--- src/mctt_pkg.sv ---
// shared types and constants of the multi-channel timer table
// no dependencies
package mctt_pkg;

  typedef enum logic [2:0] {
    CmdCreate  = 3'd0,
    CmdStart   = 3'd1,
    CmdStop    = 3'd2,
    CmdRemove  = 3'd3,
    CmdProcess = 3'd4,
    CmdFree    = 3'd5,
    CmdIsRun   = 3'd6
  } cmd_e;

  typedef enum logic [1:0] {
    StOk     = 2'd0,
    StUnused = 2'd1,
    StFull   = 2'd2
  } status_e;

  localparam int unsigned TimeW      = 32;
  localparam int unsigned ResIdxW    = 3;
  localparam int unsigned MaxResults = 8;
  localparam int unsigned CntW       = $clog2(MaxResults) + 1;

  // write enables into the slot memory
  typedef struct packed {
    logic start_we;
    logic period_we;
  } mctt_wr_t;

  // shared time unit result
  typedef struct packed {
    logic             expired;
    logic             better;
    logic [TimeW-1:0] rem;
  } mctt_alu_t;

endpackage

--- src/mctt_store.sv ---
// slot memory holding start time and period of every timer slot
// depends on mctt_pkg
module mctt_store import mctt_pkg::*; #(
  parameter int unsigned Slots = 8
) (
  input  logic                                       clk_i,
  input  logic [((Slots > 1) ? $clog2(Slots) : 1)-1:0] rd_addr_i,
  output logic [TimeW-1:0]                           rd_start_o,
  output logic [TimeW-1:0]                           rd_period_o,
  input  mctt_wr_t                                   wr_i,
  input  logic [((Slots > 1) ? $clog2(Slots) : 1)-1:0] wr_addr_i,
  input  logic [TimeW-1:0]                           wr_start_i,
  input  logic [TimeW-1:0]                           wr_period_i
);

  logic [TimeW-1:0] start_mem  [Slots];
  logic [TimeW-1:0] period_mem [Slots];

  always_ff @(posedge clk_i) begin
    if (wr_i.start_we) begin
      start_mem[wr_addr_i] <= wr_start_i;
    end
    if (wr_i.period_we) begin
      period_mem[wr_addr_i] <= wr_period_i;
    end
  end

  always_ff @(posedge clk_i) begin
    rd_start_o  <= start_mem[rd_addr_i];
    rd_period_o <= period_mem[rd_addr_i];
  end

endmodule

--- src/mctt_alu.sv ---
// shared time unit: elapsed/expiry test and remaining-time compare
// depends on mctt_pkg
module mctt_alu import mctt_pkg::*; (
  input  logic [TimeW-1:0] now_i,
  input  logic [TimeW-1:0] start_i,
  input  logic [TimeW-1:0] period_i,
  input  logic [TimeW-1:0] best_i,
  output mctt_alu_t        res_o
);

  logic [TimeW-1:0] elapsed;

  // all arithmetic wraps modulo 2^32
  assign elapsed       = now_i - start_i;
  assign res_o.rem     = start_i + period_i - now_i;
  assign res_o.expired = elapsed > period_i;
  assign res_o.better  = res_o.rem < best_i;

endmodule

--- src/multi_channel_timer_table.sv ---
// multi-channel timer table: start, stop, remove and is-running pass through the StExec
// state and show their result from the output register while busy is already low, so
// the next item can be accepted while the result shows; create, process and query free
// walk the slots one per cycle through the memory read port, and busy drops while the
// final result shows; process gives up to 8 results, last on the final one; reset clears
// the used/running/once flags and the control state, not the slot memory or payload; results cannot be held off
module multi_channel_timer_table import mctt_pkg::*; #(
  parameter int unsigned TIMER_SLOTS = 8
) (
  input  logic                clk_i,
  input  logic                rst_ni,
  input  logic                start,
  output logic                busy,
  input  logic [2:0]          command_i,
  input  logic [2:0]          timer_index_i,
  input  logic [TimeW-1:0]    period_i,
  input  logic                once_mode_i,
  input  logic [TimeW-1:0]    now_time_i,
  output logic                result_strobe_o,
  output logic [1:0]          status_o,
  output logic [ResIdxW-1:0]  timer_index_res_o,
  output logic                expired_o,
  output logic [TimeW-1:0]    free_time_o,
  output logic                running_o,
  output logic                last_o
);

  localparam int unsigned SW   = (TIMER_SLOTS > 1) ? $clog2(TIMER_SLOTS) : 1;
  localparam int unsigned CW   = SW + 1;
  // wide enough for any command index and for the slot count itself
  localparam int unsigned IdxW = ((SW > ResIdxW) ? SW : ResIdxW) + 1;

  // sequencer states
  typedef enum logic [3:0] {
    StIdle  = 4'b0001,
    StExec  = 4'b0010,
    StScan  = 4'b0100,
    StFlush = 4'b1000
  } state_e;

  state_e state_q, state_d;

  // latched item
  cmd_e             cmd_q, cmd_d;
  logic [2:0]       idx_q, idx_d;
  logic [TimeW-1:0] per_q, per_d;
  logic             once_mode_q, once_mode_d;
  logic [TimeW-1:0] now_q, now_d;

  // slot walk: issue pointer and the slot whose data is back from memory
  logic [CW-1:0]    iss_q, iss_d;
  logic             ev_vld_q, ev_vld_d;
  logic [SW-1:0]    ev_ptr_q, ev_ptr_d;

  // process bookkeeping: one expiry held back so the final one can carry last
  logic [CntW-1:0]    cnt_q, cnt_d;
  logic               pend_vld_q, pend_vld_d;
  logic [ResIdxW-1:0] pend_idx_q, pend_idx_d;
  logic [TimeW-1:0]   best_q, best_d;

  // slot flags, cleared by reset
  logic [TIMER_SLOTS-1:0] slot_used_q, slot_used_d;
  logic [TIMER_SLOTS-1:0] slot_run_q, slot_run_d;
  logic [TIMER_SLOTS-1:0] slot_once_q, slot_once_d;

  // result register
  logic               out_vld_q, out_vld_d;
  status_e            out_status_q, out_status_d;
  logic [ResIdxW-1:0] out_idx_q, out_idx_d;
  logic               out_exp_q, out_exp_d;
  logic [TimeW-1:0]   out_free_q, out_free_d;
  logic               out_run_q, out_run_d;
  logic               out_last_q, out_last_d;

  // memory and shared unit hookup
  mctt_wr_t         mem_wr;
  logic [SW-1:0]    mem_wr_addr;
  logic [TimeW-1:0] mem_start;
  logic [TimeW-1:0] mem_period;
  mctt_alu_t        alu;

  // addressed slot for the single-slot commands
  logic [IdxW-1:0]  idx_wide;
  logic [SW-1:0]    idx_slot;
  logic             idx_valid;
  logic             ev_last_slot;
  logic             ev_active;

  assign idx_wide     = IdxW'(idx_q);
  assign idx_slot     = idx_wide[SW-1:0];
  assign idx_valid    = (idx_wide < IdxW'(TIMER_SLOTS)) && slot_used_q[idx_slot];
  assign ev_last_slot = ({1'b0, ev_ptr_q} == CW'(TIMER_SLOTS - 1));
  assign ev_active    = slot_used_q[ev_ptr_q] && slot_run_q[ev_ptr_q];
  assign mem_wr_addr  = (state_q == StExec) ? idx_slot : ev_ptr_q;

  mctt_store #(
    .Slots (TIMER_SLOTS)
  ) u_store (
    .clk_i       (clk_i),
    .rd_addr_i   (iss_q[SW-1:0]),
    .rd_start_o  (mem_start),
    .rd_period_o (mem_period),
    .wr_i        (mem_wr),
    .wr_addr_i   (mem_wr_addr),
    .wr_start_i  (now_q),
    .wr_period_i (per_q)
  );

  mctt_alu u_alu (
    .now_i    (now_q),
    .start_i  (mem_start),
    .period_i (mem_period),
    .best_i   (best_q),
    .res_o    (alu)
  );

  always_comb begin
    state_d      = state_q;
    cmd_d        = cmd_q;
    idx_d        = idx_q;
    per_d        = per_q;
    once_mode_d  = once_mode_q;
    now_d        = now_q;
    iss_d        = iss_q;
    ev_vld_d     = 1'b0;
    ev_ptr_d     = ev_ptr_q;
    cnt_d        = cnt_q;
    pend_vld_d   = pend_vld_q;
    pend_idx_d   = pend_idx_q;
    best_d       = best_q;
    slot_used_d  = slot_used_q;
    slot_run_d   = slot_run_q;
    slot_once_d  = slot_once_q;
    out_vld_d    = 1'b0;
    out_status_d = StOk;
    out_idx_d    = '0;
    out_exp_d    = 1'b0;
    out_free_d   = '0;
    out_run_d    = 1'b0;
    out_last_d   = 1'b0;
    mem_wr       = '0;

    case (state_q)
      StIdle: begin
        if (start) begin
          cmd_d       = cmd_e'(command_i);
          idx_d       = timer_index_i;
          per_d       = period_i;
          once_mode_d = once_mode_i;
          now_d       = now_time_i;
          iss_d       = '0;
          cnt_d       = '0;
          pend_vld_d  = 1'b0;
          best_d      = '1;
          if (command_i == CmdCreate || command_i == CmdProcess ||
              command_i == CmdFree) begin
            state_d = StScan;
          end else begin
            state_d = StExec;
          end
        end
      end

      StExec: begin
        out_vld_d  = 1'b1;
        out_last_d = 1'b1;
        state_d    = StIdle;
        case (cmd_q)
          CmdStart: begin
            out_status_d = idx_valid ? StOk : StUnused;
            if (idx_valid) begin
              mem_wr.start_we      = 1'b1;
              slot_run_d[idx_slot] = 1'b1;
            end
          end
          CmdStop: begin
            out_status_d = idx_valid ? StOk : StUnused;
            if (idx_valid) begin
              slot_run_d[idx_slot] = 1'b0;
            end
          end
          CmdRemove: begin
            out_status_d = idx_valid ? StOk : StUnused;
            if (idx_valid) begin
              slot_used_d[idx_slot] = 1'b0;
              slot_run_d[idx_slot]  = 1'b0;
              slot_once_d[idx_slot] = 1'b0;
            end
          end
          CmdIsRun: begin
            out_status_d = idx_valid ? StOk : StUnused;
            out_run_d    = idx_valid && slot_run_q[idx_slot];
          end
          default: begin
            // unknown command: status ok and all-zero fields, with last set
            out_status_d = StOk;
          end
        endcase
      end

      StScan: begin
        // keep one memory read in flight ahead of the evaluated slot
        if (iss_q < CW'(TIMER_SLOTS)) begin
          iss_d    = iss_q + CW'(1);
          ev_vld_d = 1'b1;
          ev_ptr_d = iss_q[SW-1:0];
        end
        if (ev_vld_q) begin
          case (cmd_q)
            CmdCreate: begin
              if (!slot_used_q[ev_ptr_q]) begin
                slot_used_d[ev_ptr_q] = 1'b1;
                slot_run_d[ev_ptr_q]  = 1'b0;
                slot_once_d[ev_ptr_q] = once_mode_q;
                mem_wr.start_we       = 1'b1;
                mem_wr.period_we      = 1'b1;
                out_vld_d             = 1'b1;
                out_status_d          = StOk;
                out_idx_d             = ResIdxW'(ev_ptr_q);
                out_last_d            = 1'b1;
                state_d               = StIdle;
              end else if (ev_last_slot) begin
                out_vld_d    = 1'b1;
                out_status_d = StFull;
                out_last_d   = 1'b1;
                state_d      = StIdle;
              end
            end
            CmdProcess: begin
              if (ev_active && alu.expired) begin
                mem_wr.start_we = 1'b1;
                if (slot_once_q[ev_ptr_q]) begin
                  slot_used_d[ev_ptr_q] = 1'b0;
                  slot_run_d[ev_ptr_q]  = 1'b0;
                  slot_once_d[ev_ptr_q] = 1'b0;
                end
                // the held expiry is now known not to be the final one
                if (pend_vld_q) begin
                  out_vld_d = 1'b1;
                  out_idx_d = pend_idx_q;
                  out_exp_d = 1'b1;
                end
                pend_vld_d = 1'b1;
                pend_idx_d = ResIdxW'(ev_ptr_q);
                cnt_d      = cnt_q + CntW'(1);
                if (cnt_q == CntW'(MaxResults - 1)) begin
                  state_d = StFlush;
                end
              end
              if (ev_last_slot) begin
                state_d = StFlush;
              end
            end
            CmdFree: begin
              if (ev_active && alu.better) begin
                best_d = alu.rem;
              end
              if (ev_last_slot) begin
                state_d = StFlush;
              end
            end
            default: begin
              state_d = StIdle;
            end
          endcase
        end
      end

      StFlush: begin
        out_vld_d  = 1'b1;
        out_last_d = 1'b1;
        state_d    = StIdle;
        if (cmd_q == CmdProcess) begin
          out_idx_d = pend_vld_q ? pend_idx_q : '0;
          out_exp_d = pend_vld_q;
        end else begin
          out_free_d = (best_q == '1) ? '0 : best_q;
        end
      end

      default: begin
        state_d = StIdle;
      end
    endcase
  end

  always_ff @(posedge clk_i or negedge rst_ni) begin
    if (!rst_ni) begin
      state_q     <= StIdle;
      iss_q       <= '0;
      ev_vld_q    <= 1'b0;
      cnt_q       <= '0;
      pend_vld_q  <= 1'b0;
      slot_used_q <= '0;
      slot_run_q  <= '0;
      slot_once_q <= '0;
      out_vld_q   <= 1'b0;
    end else begin
      state_q     <= state_d;
      iss_q       <= iss_d;
      ev_vld_q    <= ev_vld_d;
      cnt_q       <= cnt_d;
      pend_vld_q  <= pend_vld_d;
      slot_used_q <= slot_used_d;
      slot_run_q  <= slot_run_d;
      slot_once_q <= slot_once_d;
      out_vld_q   <= out_vld_d;
    end
  end

  // payload registers
  always_ff @(posedge clk_i) begin
    cmd_q        <= cmd_d;
    idx_q        <= idx_d;
    per_q        <= per_d;
    once_mode_q  <= once_mode_d;
    now_q        <= now_d;
    ev_ptr_q     <= ev_ptr_d;
    pend_idx_q   <= pend_idx_d;
    best_q       <= best_d;
    out_status_q <= out_status_d;
    out_idx_q    <= out_idx_d;
    out_exp_q    <= out_exp_d;
    out_free_q   <= out_free_d;
    out_run_q    <= out_run_d;
    out_last_q   <= out_last_d;
  end

  assign busy              = (state_q != StIdle);
  assign result_strobe_o   = out_vld_q;
  assign status_o          = out_status_q;
  assign timer_index_res_o = out_idx_q;
  assign expired_o         = out_exp_q;
  assign free_time_o       = out_free_q;
  assign running_o         = out_run_q;
  assign last_o            = out_last_q;

endmodule

--- config.mk ---
export PLATFORM = sky130hd
export DESIGN_NAME = multi_channel_timer_table
export DESIGN_NICKNAME = d
export VERILOG_FILES = /design/src/mctt_pkg.sv /design/src/mctt_store.sv /design/src/mctt_alu.sv /design/src/multi_channel_timer_table.sv
export SDC_FILE = /design/constraint.sdc
export NUM_CORES = 1
export LEC_CHECK = 0
export ABC_AREA = 1
export BUFFER_PORTS_ARGS = -buffer_cell sky130_fd_sc_hd__buf_2
export CORE_UTILIZATION = 61
export DETAILED_ROUTE_END_ITERATION = 12
export MAX_ROUTING_LAYER = met4
export PLACE_DENSITY = 0.75
export SYNTH_ARGS = -nofsm -noshare
export SYNTH_HDL_FRONTEND = slang
export SYNTH_HIERARCHICAL = 1
export SYNTH_SLANG_ARGS = --single-unit
--- constraint.sdc ---
create_clock -name clk_i -period 9 [get_ports clk_i]
set_input_delay 1.35 -clock clk_i [delete_from_list [all_inputs] [get_ports clk_i]]
set_output_delay 1.35 -clock clk_i [all_outputs]
set_load 0.01 [all_outputs]
==> qor.csv <==
stage,metric,value,unit
die,num_io_pins,116,
logic_synthesis,ys.warnings.count,6,
final_layout,layout_common_cells,"1475 x nand2_1, 961 x inv_1, 621 x edfxtp_1",
grt,grt_use_met1,0.389,
logic_synthesis,synth_area_per_cell,8.82,µm²
die,die_y,254,µm
sta,rsz0062_at_grt,false,
grt,antenna_found_initial,1,
sta,tightest_slew,1150,ps
final_layout,nNetsFinal,4729,
grt,grt_util_met2,0.488,
clock_tree,insertion_delay,640,ps
die,coreArea,0.0630,mm²
logic_synthesis,ys_seq_elements,764,
logic_synthesis,ys_types,56,
sta,setup-violations-final,0,
die,fp-row-count,92,
power_and_ir_drop,peakVddDrop,0.223,mV
final_layout,instances_no_fill,5407,
power_and_ir_drop,p_leak,21.0,nW
sta,tns,0,ps
sta,period_share,0.650,
grt,met3_usage,0.0395,
die,chipWidth,254,µm
grt,grt_max_degree,187,
clock_tree,cts_buffer_depth,3,
sta,fmax,0.171,GHz
final_layout,drive_above_1_share,0.0827,
grt,gr-total-overflow,0,
logic_synthesis,synthCells,4395,
clock_tree,tritoncts,yes,
die,die-area,0.0646,mm²
placed_design,place.gp.congestion,0.963,
final_layout,stdcell_area,0.0426,mm²
final_layout,final_common_cell,nand2_1,
critical_path,crit_path_max_fanout,17,
routing,drt_iter0_markers,2487,
routing,num_vias,28000,
sta,slew_viol_final,0,
critical_path,critPathCaptureType,flip-flop,
routing,first_pass_iters,7,
critical_path,worstPathRequired,9310,ps
clock_tree,path_clk_slew,60,ps
placed_design,portBuffers,115,
placed_design,placed_area,0.0400,mm²
die,initial_utilization,0.616,
clock_tree,post_cts_buffers,0,
sta,fin_crit,5850,ps
min_path,hold_class,reg2reg,
sta,clock_skew,14.5,ps
critical_path,start_kind,flip-flop,
grt,grt_usage,0.305,
routing,vias_per_cell,5.18,
routing,antenna_left,0,
logic_synthesis,ys_top_cells_by_area,"edfxtp_1 48%, nand2_1 14%, inv_1 9.3%",
clock_tree,cts_buffers,79,
grt,grt.busiest_layer,met2,
clock_tree,clock-sinks,764,
logic_synthesis,synth_top_cell_by_area,edfxtp_1,
critical_path,critPathKind,reg2reg,
logic_synthesis,synth_top_area_share,0.481,
placed_design,placed_cells,5260,
routing,route.detailed.drc,0,
critical_path,crit_arrival,6160,ps
sta,slew_headroom,0.228,
clock_tree,root_buffer,clkbuf_16,
job,cap_violations,0,
routing,avgRoutedWirePerCell,17.3,µm
clock_tree,ctsResizeCount,0,
routing,totalWireLength,93300,µm
clock_tree,postCtsHoldBufs,0,
clock_tree,htreeDepth,3,
run_status,status,completed,
grt,grt_pass1_vias,26900,
sta,final-hold-violation-count,0,
placed_design,post-dp-hpwl,59800,µm
grt,grt_pass1_wl,145000,µm
final_layout,syn2layout_area_growth,9.97,%
logic_synthesis,synthesis.nets,4629,
logic_synthesis,seq_area_frac_synth,0.560,
logic_synthesis,synth_area,0.0388,mm²
power_and_ir_drop,p_per_area,365,mW/mm²
sta,hold_slack,485,ps
final timing paths:
path                                                     endpoint                 from  cells past startpoint  slack, ps
worst min register to register                          flip-flop            flip-flop                      2        480
worst max register to register  u_store/start_mem[3][5]$_DFFE_PP_  now_q[21]$_DFFE_PP_                     22       3150
worst max-delay path            u_store/start_mem[3][5]$_DFFE_PP_  now_q[21]$_DFFE_PP_                     22       3150
max in group asynchronous                    iss_q[1]$_DFFE_PN0P_               rst_ni                      1       7440
min in group asynchronous              slot_once_q[3]$_DFFE_PN0P_               rst_ni                      1        860
worst min-delay path                                    flip-flop            flip-flop                      2        480
cells in the mapped netlist, drive strengths merged:
cell / instances
o22ai: 12
o21bai: 6
nand3b: 3
nand2: 1493
o31ai: 5
edfxtp: 621
inv: 969
nor2: 189
o21a: 5
and3: 5
dfxtp: 104
or2: 32
xnor2: 4
a2bb2oi: 1
fa: 32
nor3: 15
buf: 105
o221ai: 5
dfrtp: 38
clkinv: 3
a21o: 7
clkbuf: 19
xor2: 32
a31oi: 1
a21boi: 1
a22o: 1
nand4: 54
o21ai: 20
o311ai: 1
ha: 128
mux2: 1
dfstp: 1
o211ai: 3
nand3: 396
nor4: 7
a21oi: 76
state kept, by name, indices dropped and copies added (netlist names), 2 cells and up, named ones only:
signal,flops
best_q,32
cmd_q,3
state_q,4
now_q,32
u_store/rd_start_o,32
u_store/rd_period_o,32
timer_index_res_o,3
iss_q,4
u_store/start_mem,256
ev_ptr_q,3
u_store/period_mem,256
per_q,32
status_o,2
free_time_o,32
idx_q,3
cnt_q,4
pend_idx_q,3
slot_once_q,8
per-stage QoR:
| stage | power [mW] | utilization | worst slack [ps] |
|---|---|---|---|
| after global placement | 12.2 | 0.636 | 3230 |
| after global routing | 16.8 | 0.677 | 2810 |
| after floorplan | 10.2 | - | 3940 |
| final | 15.6 | 0.677 | 3150 |
| after CTS | 15.6 | 0.677 | 3110 |
| after detailed placement | 12.3 | 0.636 | 3130 |
cell families (layout without fill, tap and decap cells):
family	Yosys count	in the layout	synth area share
other	0	1	0
AO/OA/AOI/OAI	144	144	0.0219
AND/OR/NAND/NOR	2194	2194	0.238
XOR/XNOR	36	36	0.00813
adder cells (fa/ha/maj)	160	160	0.0578
buffers and inverters	1096	1261	0.114
flip-flops	764	764	0.560
multiplexers	1	1	0.000290
layout make-up:
class | count | area [µm²]
Tap cell | 846 | 1060
Fill cell | 4942 | 20300
Antenna cell | 1 | 2.50
Clock buffer | 111 | 2250
Timing Repair Buffer | 143 | 798
Inverter | 972 | 3660
Clock inverter | 35 | 365
Multi-Input combinational cell | 2535 | 12800
Sequential cell | 764 | 21700
where the power goes:
group,internal (mW),total (mW),switching (mW)
combinational,2.50,7.62,5.13
sequential,4.33,4.69,0.358
clock,1.91,3.27,1.37
per-layer routing:
layer,vias to the layer above,share of wire
li1,13900,-
met1,12900,0.42
met2,987,0.47
met3,199,0.068
met4,0,0.041
met5,-,0
worst max-delay path, cell delays in order (launching register included):
cell and delay (ps):
edfxtp_1 610, ha_1 490, nand2_1 170, nor2_1 310
nand2_1 110, nor2_1 90, nand2_1 80, nand4_1 90
nand2_1 100, ha_1 310, nand4_1 100, nor3_1 290
nand3_1 150, inv_1 80, nand2_1 50, a21oi_1 320
nand3_2 180, nor2_1 200, nand2_1 90, o311ai_0 140
inv_1 440, nor2_4 710, buf_4 410
No activity file was read; power rests on OpenSTA's default activity.
